### src/hdl/siv_pkg.sv
// ----------------------------------------------------------------------------
// siv_pkg
// Types and constants shared by the swerve inverse kinematics pipeline.
// ----------------------------------------------------------------------------
package siv_pkg;

  localparam int CW      = 30;
  localparam int ZW      = 34;
  localparam int MW      = 27;
  localparam int NW      = MW + 16;
  localparam int QW      = 16;
  localparam int PW      = CW + 17;
  localparam int TAB_LEN = 24;

  typedef logic signed [CW-1:0] cw_t;
  typedef logic signed [ZW-1:0] zr_t;
  typedef logic signed [PW-1:0] prod_t;
  typedef logic        [MW-1:0] mag_t;
  typedef logic        [NW-1:0] num_t;

  localparam logic signed [16:0] INV_GAIN = 17'sd39797;
  localparam zr_t  QUARTER = 34'sd1073741824;
  localparam zr_t  HALF    = 34'sd2147483648;
  localparam mag_t ONE_INT = 27'd4194304;

  localparam logic [1:0] REG_LENGTH = 2'd0;
  localparam logic [1:0] REG_WIDTH  = 2'd1;

  localparam logic [31:0] ATAN_TAB [TAB_LEN] = '{
    32'd536870912, 32'd316933406, 32'd167458907, 32'd85004756,
    32'd42667331,  32'd21354465,  32'd10680862,  32'd5340245,
    32'd2670675,   32'd1335087,   32'd667544,    32'd333772,
    32'd166886,    32'd83443,     32'd41722,     32'd20861,
    32'd10430,     32'd5215,      32'd2608,      32'd1304,
    32'd652,       32'd326,       32'd163,       32'd81
  };

  typedef struct packed {
    logic stop;
    cw_t  t;
  } rot_side_t;

  typedef struct packed {
    logic                 stop;
    logic                 sel;
    logic [3:0][15:0]     ang;
    logic [3:0][15:0]     small_sp;
  } div_side_t;

endpackage

### src/hdl/siv_rot.sv
// ----------------------------------------------------------------------------
// siv_rot
// Pipelined CORDIC rotator, one micro-rotation per register stage.
// ----------------------------------------------------------------------------
module siv_rot #(
  parameter int STAGES = 16
) (
  input  logic               clk,
  input  logic               rst,
  input  logic               en,
  input  logic               in_valid,
  input  siv_pkg::cw_t       x_in,
  input  siv_pkg::cw_t       y_in,
  input  siv_pkg::zr_t       z_in,
  input  siv_pkg::rot_side_t side_in,
  output logic               out_valid,
  output siv_pkg::cw_t       x_out,
  output siv_pkg::cw_t       y_out,
  output siv_pkg::rot_side_t side_out
);
  import siv_pkg::*;

  logic [STAGES:0] v;
  cw_t       x  [STAGES+1];
  cw_t       y  [STAGES+1];
  zr_t       z  [STAGES+1];
  rot_side_t sd [STAGES+1];

  always_ff @(posedge clk) begin
    if (rst) begin
      v <= '0;
    end else if (en) begin
      v <= {v[STAGES-1:0], in_valid};
    end
  end

  always_ff @(posedge clk) begin
    if (en) begin
      x[0]  <= x_in;
      y[0]  <= y_in;
      z[0]  <= z_in;
      sd[0] <= side_in;
    end
  end

  for (genvar i = 0; i < STAGES; i++) begin : g_stage
    cw_t sx, sy;
    assign sx = x[i] >>> i;
    assign sy = y[i] >>> i;
    always_ff @(posedge clk) begin
      if (en) begin
        if (!z[i][ZW-1]) begin
          x[i+1] <= x[i] - sy;
          y[i+1] <= y[i] + sx;
          z[i+1] <= z[i] - ZW'(ATAN_TAB[i]);
        end else begin
          x[i+1] <= x[i] + sy;
          y[i+1] <= y[i] - sx;
          z[i+1] <= z[i] + ZW'(ATAN_TAB[i]);
        end
        sd[i+1] <= sd[i];
      end
    end
  end

  assign out_valid = v[STAGES];
  assign x_out     = x[STAGES];
  assign y_out     = y[STAGES];
  assign side_out  = sd[STAGES];
endmodule

### config.mk
export PLATFORM = sky130hd
export DESIGN_NAME = siv_rot
export DESIGN_NICKNAME = d
export VERILOG_FILES = /design/src/hdl/siv_pkg.sv /design/src/hdl/siv_rot.sv
export SDC_FILE = /design/constraint.sdc
export NUM_CORES = 2
export LEC_CHECK = 0
export BUFFER_PORTS_ARGS = -buffer_cell sky130_fd_sc_hd__clkbuf_2
export CAP_MARGIN = 15
export CORE_MARGIN = 8
export CORE_UTILIZATION = 45
export CTS_CLUSTER_SIZE = 12
export DETAILED_ROUTE_END_ITERATION = 8
export GPL_TIMING_DRIVEN = 0
export HOLD_SLACK_MARGIN = 0.15
export SKIP_LAST_GASP = 1
export SYNTH_ARGS = -nofsm -noshare
export SYNTH_HDL_FRONTEND = slang
export SYNTH_SLANG_ARGS = --single-unit
### constraint.sdc
create_clock -name clk -period 6.3 [get_ports clk]
set_input_delay 0.315 -clock clk [delete_from_list [all_inputs] [get_ports clk]]
set_output_delay 0.315 -clock clk [all_outputs]
set_load 0.01 [all_outputs]
# ---- Word-level counts from Yosys, hierarchy flattened
# Memory sizes are Yosys's and may differ from the RTL's.
# Index checks and enable logic that the tools add are counted.
dict set report classes {
  add_sub_neg 95
  multipliers 0
  n_div 0
  order_cmp 0
  n_eq_ne 0
  n_shift 0
  muxes 146
  n_bitwise 48
  n_reduce_logical 0
}
# operator count
set ops {}
lappend ops {{30-bit two-way mux} 32}
lappend ops {{34-bit two-way mux} 16}
lappend ops {{1-bit two-way mux} 98}
lappend ops {{30-bit by 15-bit adder with 30-bit output} 2}
lappend ops {{30-bit by 16-bit adder with 30-bit output} 2}
lappend ops {{30-bit by 17-bit adder with 30-bit output} 2}
lappend ops {{30-bit by 18-bit adder with 30-bit output} 2}
lappend ops {{30-bit by 19-bit adder with 30-bit output} 2}
lappend ops {{30-bit by 20-bit adder with 30-bit output} 2}
lappend ops {{30-bit by 21-bit adder with 30-bit output} 2}
lappend ops {{30-bit by 22-bit adder with 30-bit output} 2}
lappend ops {{30-bit by 23-bit adder with 30-bit output} 2}
lappend ops {{30-bit by 24-bit adder with 30-bit output} 2}
lappend ops {{30-bit by 25-bit adder with 30-bit output} 2}
lappend ops {{30-bit by 26-bit adder with 30-bit output} 2}
lappend ops {{30-bit by 27-bit adder with 30-bit output} 2}
lappend ops {{30-bit by 28-bit adder with 30-bit output} 2}
lappend ops {{30-bit by 29-bit adder with 30-bit output} 2}
lappend ops {{30-bit by 15-bit subtractor with 30-bit output} 2}
lappend ops {{30-bit by 16-bit subtractor with 30-bit output} 2}
lappend ops {{30-bit by 17-bit subtractor with 30-bit output} 2}
lappend ops {{30-bit by 18-bit subtractor with 30-bit output} 2}
lappend ops {{30-bit by 19-bit subtractor with 30-bit output} 2}
lappend ops {{30-bit by 20-bit subtractor with 30-bit output} 2}
lappend ops {{other kinds (44)} 101}
dict set report totals {
  ff_bits 17
  latch_bits 0
  ram_bits 2125
  romBits 0
  input_bits 129
  out_inout_bits 92
  wordCells 294
  memories 4
}
# name depth width read_ports rd_ports_with_merged_regs write_ports line_no
set memory_table {}
lappend memory_table {z 17 34 16 0 17 siv_rot.sv:26} ;# zr_t z [STAGES+1];
lappend memory_table {sd 17 31 17 0 17 siv_rot.sv:27} ;# rot_side_t sd [STAGES+1];
lappend memory_table {x 17 30 17 0 17 siv_rot.sv:24} ;# cw_t x [STAGES+1];
lappend memory_table {y 17 30 17 0 17 siv_rot.sv:25} ;# cw_t y [STAGES+1];

# ---- Depth between registers and ports, before layout
dict set report logic_depth {
  word_depth 4
  mapped_depth 22
  depth_no_buf 22
}

# ---- Worst setup path after synthesis
# OpenSTA, ideal clock, no wires.
dict set report synth_path {
  kind {in2reg}
  start {input port en}
  end {memory x[3][26] (netlist name) (data pin)}
  setup_time_ns 0.264
  t_arrival_ns 4.860
  required_ns 6.036
  setup_slack_ns 1.176
  cell_stages 20
  cell_sequence {clkbuf_1 buf_1 nand2_1 inv_1 clkbuf_1 buf_1 nor2_1 xor2_1 ha_1 a21o_1 a21oi_1 nor2b_1 o41ai_2 o211ai_1 a21o_1 a2111oi_2 o31a_1 nor2_1 a221oi_1 xnor2_1}
}
# element line_no
set synth_lines {}
lappend synth_lines {{start: declaration} siv_rot.sv:10} ;# input logic en,
lappend synth_lines {{end: declaration} siv_rot.sv:24}

==> metrics.cfg <==
[route]
dr.first_iter.drc_count=7168
vias=105000
detail-route-antenna-nets=0
drc=0
dr.pass1.iters=6
wl_per_cell_um=18.5
routed_wl_um=352000
routed_via_density=5.53

[clock_network]
cts_max_level=4
worst_skew_pair.late_latency_ns=0.93
cts_made_buffers=234
clockBufferDepth=4
path_clk_slew_ns=0.07
cts_sinks=2073
cts_tree=built
root_buffer=clkbuf_16

[place]
io_buffers=219
placed_cell_area_um2=152000
dp_hpwl_um=275000
gp_congestion=0.905

[die]
die_y_um=583
rows=208
start_util=0.451
die_w_um=583
ios=221
core_area_um2=321000
dieArea_um2=340000

[cells_and_area]
area_growth_pct=11.9
design_area_um2=162000
final_common_cell=edfxtp_1
drive_gt1_frac=0.0496
nets=16300
layout_common_cells=2,056 x edfxtp_1, 1,517 x ha_1, 1,389 x a21oi_1
nFillCells=29200

[synth]
ys_types=93
postSynthAreaPerCell_um2=10.4
synth_fp_nets=15500
ys.flop_type=edfxtp_1
yosysSeqAreaShare=0.429
synth_edf_count=2056
yosysWarnings=0
netlist_instances=13900
synthArstFlopShare=0
synth_area_um2=145000
ys_ff_latch=2073

[global_routing]
grt_pass1_vias=102000
grt_usage=0.199
grt_pass1_wl_um=558000
grt_overflow=0
grt_max_degree=124
antenna_found_initial=7

[setup_path]
path_class=primary input to flip-flop
crit_top_cell=o21ai_0
cp-end-kind=flip-flop
slowest_delay_ns=0.87
startpoint_type=primary input
critPathRequiredTime_ns=6.92
path_cells=dlygate4sd3_1, clkbuf_8, clkbuf_2, buf_12, nand2_1, inv_1, clkbuf_1, clkdlybuf4s15_1, ha_1, a2111o_1, o22ai_1, o31ai_1, o221ai_1, o21ai_0, a21o_1, a21oi_1, o21ai_0, a221oi_2, xnor2_1
crit_fanout=18
crit_arrival_ns=6.62
reg2reg_slack_ns=0.55
crit_path_top_delay_cell=clkdlybuf4s15_1

[worst_hold_path]
hold_class=primary input to flip-flop

[sta]
finalMaxSlewViolations=0
finalCritPeriodShare=0.953
rsz0062_at_grt=true
clock.fmax_ghz=0.167
slew_headroom=0.237
setup_viol=0
tightest_slew_ns=1.14
fin_crit_ns=6.00
hold_ws_ns=0.337
fin_skew_ns=0.0995
hold_viol_final=0

[run_status]
outcome=completed

[run]
drv_cap=0

cell families after synthesis:
kind of cell,share of synthesized area
flops,0.429
buf+inv,0.0222
fa+ha+maj,0.138
mux,0.00910
xor+xnor,0.111
simple gates,0.111
compound gates,0.180
what timing repair did:
item / 4_1_cts / 5_1_grt
resized for setup: 1 / 4
buffers inserted: 0 / 0
setup endpoints to repair: 15 / 7
pin swaps: 0 / 0
hold buffers: 255 / 0
hold endpoints to repair: 193 / 0
layer usage:
metal  track usage  wire [um]  vias to the layer above
met4        0.0604      11400                        0
met3        0.0183      13100                      541
met5             0          0                        -
li1              -          -                    53100
met1         0.255     156000                    49900
met2         0.356     171000                     1941
sequential cells by signal (all words and copies together), names as in the netlist:
register,cells
sd,527
z,510
v,17
x,510
y,509
cell type report:
| type | instances | area (um2) | share of cell area |
|---|---|---|---|
| repair buffers | 504 | 4400 | 0.0272 |
| clock buffers | 271 | 6020 | 0.0372 |
| plain buffers | 270 | 1120 | 0.00692 |
| inverters | 583 | 2190 | 0.0135 |
| flip-flops and latches | 2073 | 62100 | 0.383 |
| diodes | 3 | 7.51 | 0.0000464 |
| well taps | 4305 | 5390 | 0.0333 |
| clock inverters | 131 | 1310 | 0.00810 |
| multi-input cells | 10900 | 79400 | 0.490 |
final timing paths:
check / startpoint / endpoint / depth (start not counted)
hold / removal: rst / v[16] / 3
setup reg to reg: z[12][33] / z[13][33] / 15
hold reg to reg: sd[12][30] / sd[13][30] / 0
setup / recovery: en / z[13][33] / 19
stage by stage:
| step | utilization | worst slack [ns] | instances | setup TNS (ns) |
|---|---|---|---|---|
| after floorplan | - | 1.18 | 13900 | 0 |
| after global placement | 0.471 | -14.63 | 18400 | - |
| after detailed placement | 0.474 | -1.39 | 18400 | -83.97 |
| after CTS | 0.505 | 0.0880 | 19100 | 0 |
| after global routing | 0.505 | -0.134 | 19100 | -0.134 |
| final | 0.505 | 0.299 | 19100 | 0 |
cell usage after synthesis, drive strengths merged (33+ instances only):
library cell     n  share of area
fa              47         0.0065
nor2b          240          0.010
o41ai           66         0.0040
inv            579          0.015
o31ai          144         0.0075
a211oi         117         0.0061
o21a           195          0.010
nand2          693          0.018
or2             35         0.0015
a31oi          133         0.0058
o21ai          777          0.027
o211ai          40         0.0021
clkbuf         222         0.0058
and2            64         0.0028
nor3           302          0.010
nand4          110         0.0048
nor4            91         0.0039
or4             47         0.0025
buf             50         0.0013
and3           121         0.0052
mux2i           94         0.0065
edfxtp        2056           0.43
mux2            33         0.0026
xor2           588          0.036
a21o           661          0.034
o21bai         174         0.0090
nand2b         248          0.011
a21oi         1391          0.048
xnor2         1241          0.075
ha            1517           0.13
nand3          222         0.0077
nor2           926          0.024
a21boi          47         0.0024
or3             89         0.0039
worst max-delay path: cells and delay by family:
kind,cells,cell delay [ns]
fa+ha+maj,1,0.45
buf+inv,7,2.67
simple gates,1,0.18
xor+xnor,1,0.14
compound gates,9,2.75
Power is not shown: default switching activity piles up to over one toggle a cycle in this logic, so the estimate is an artifact.
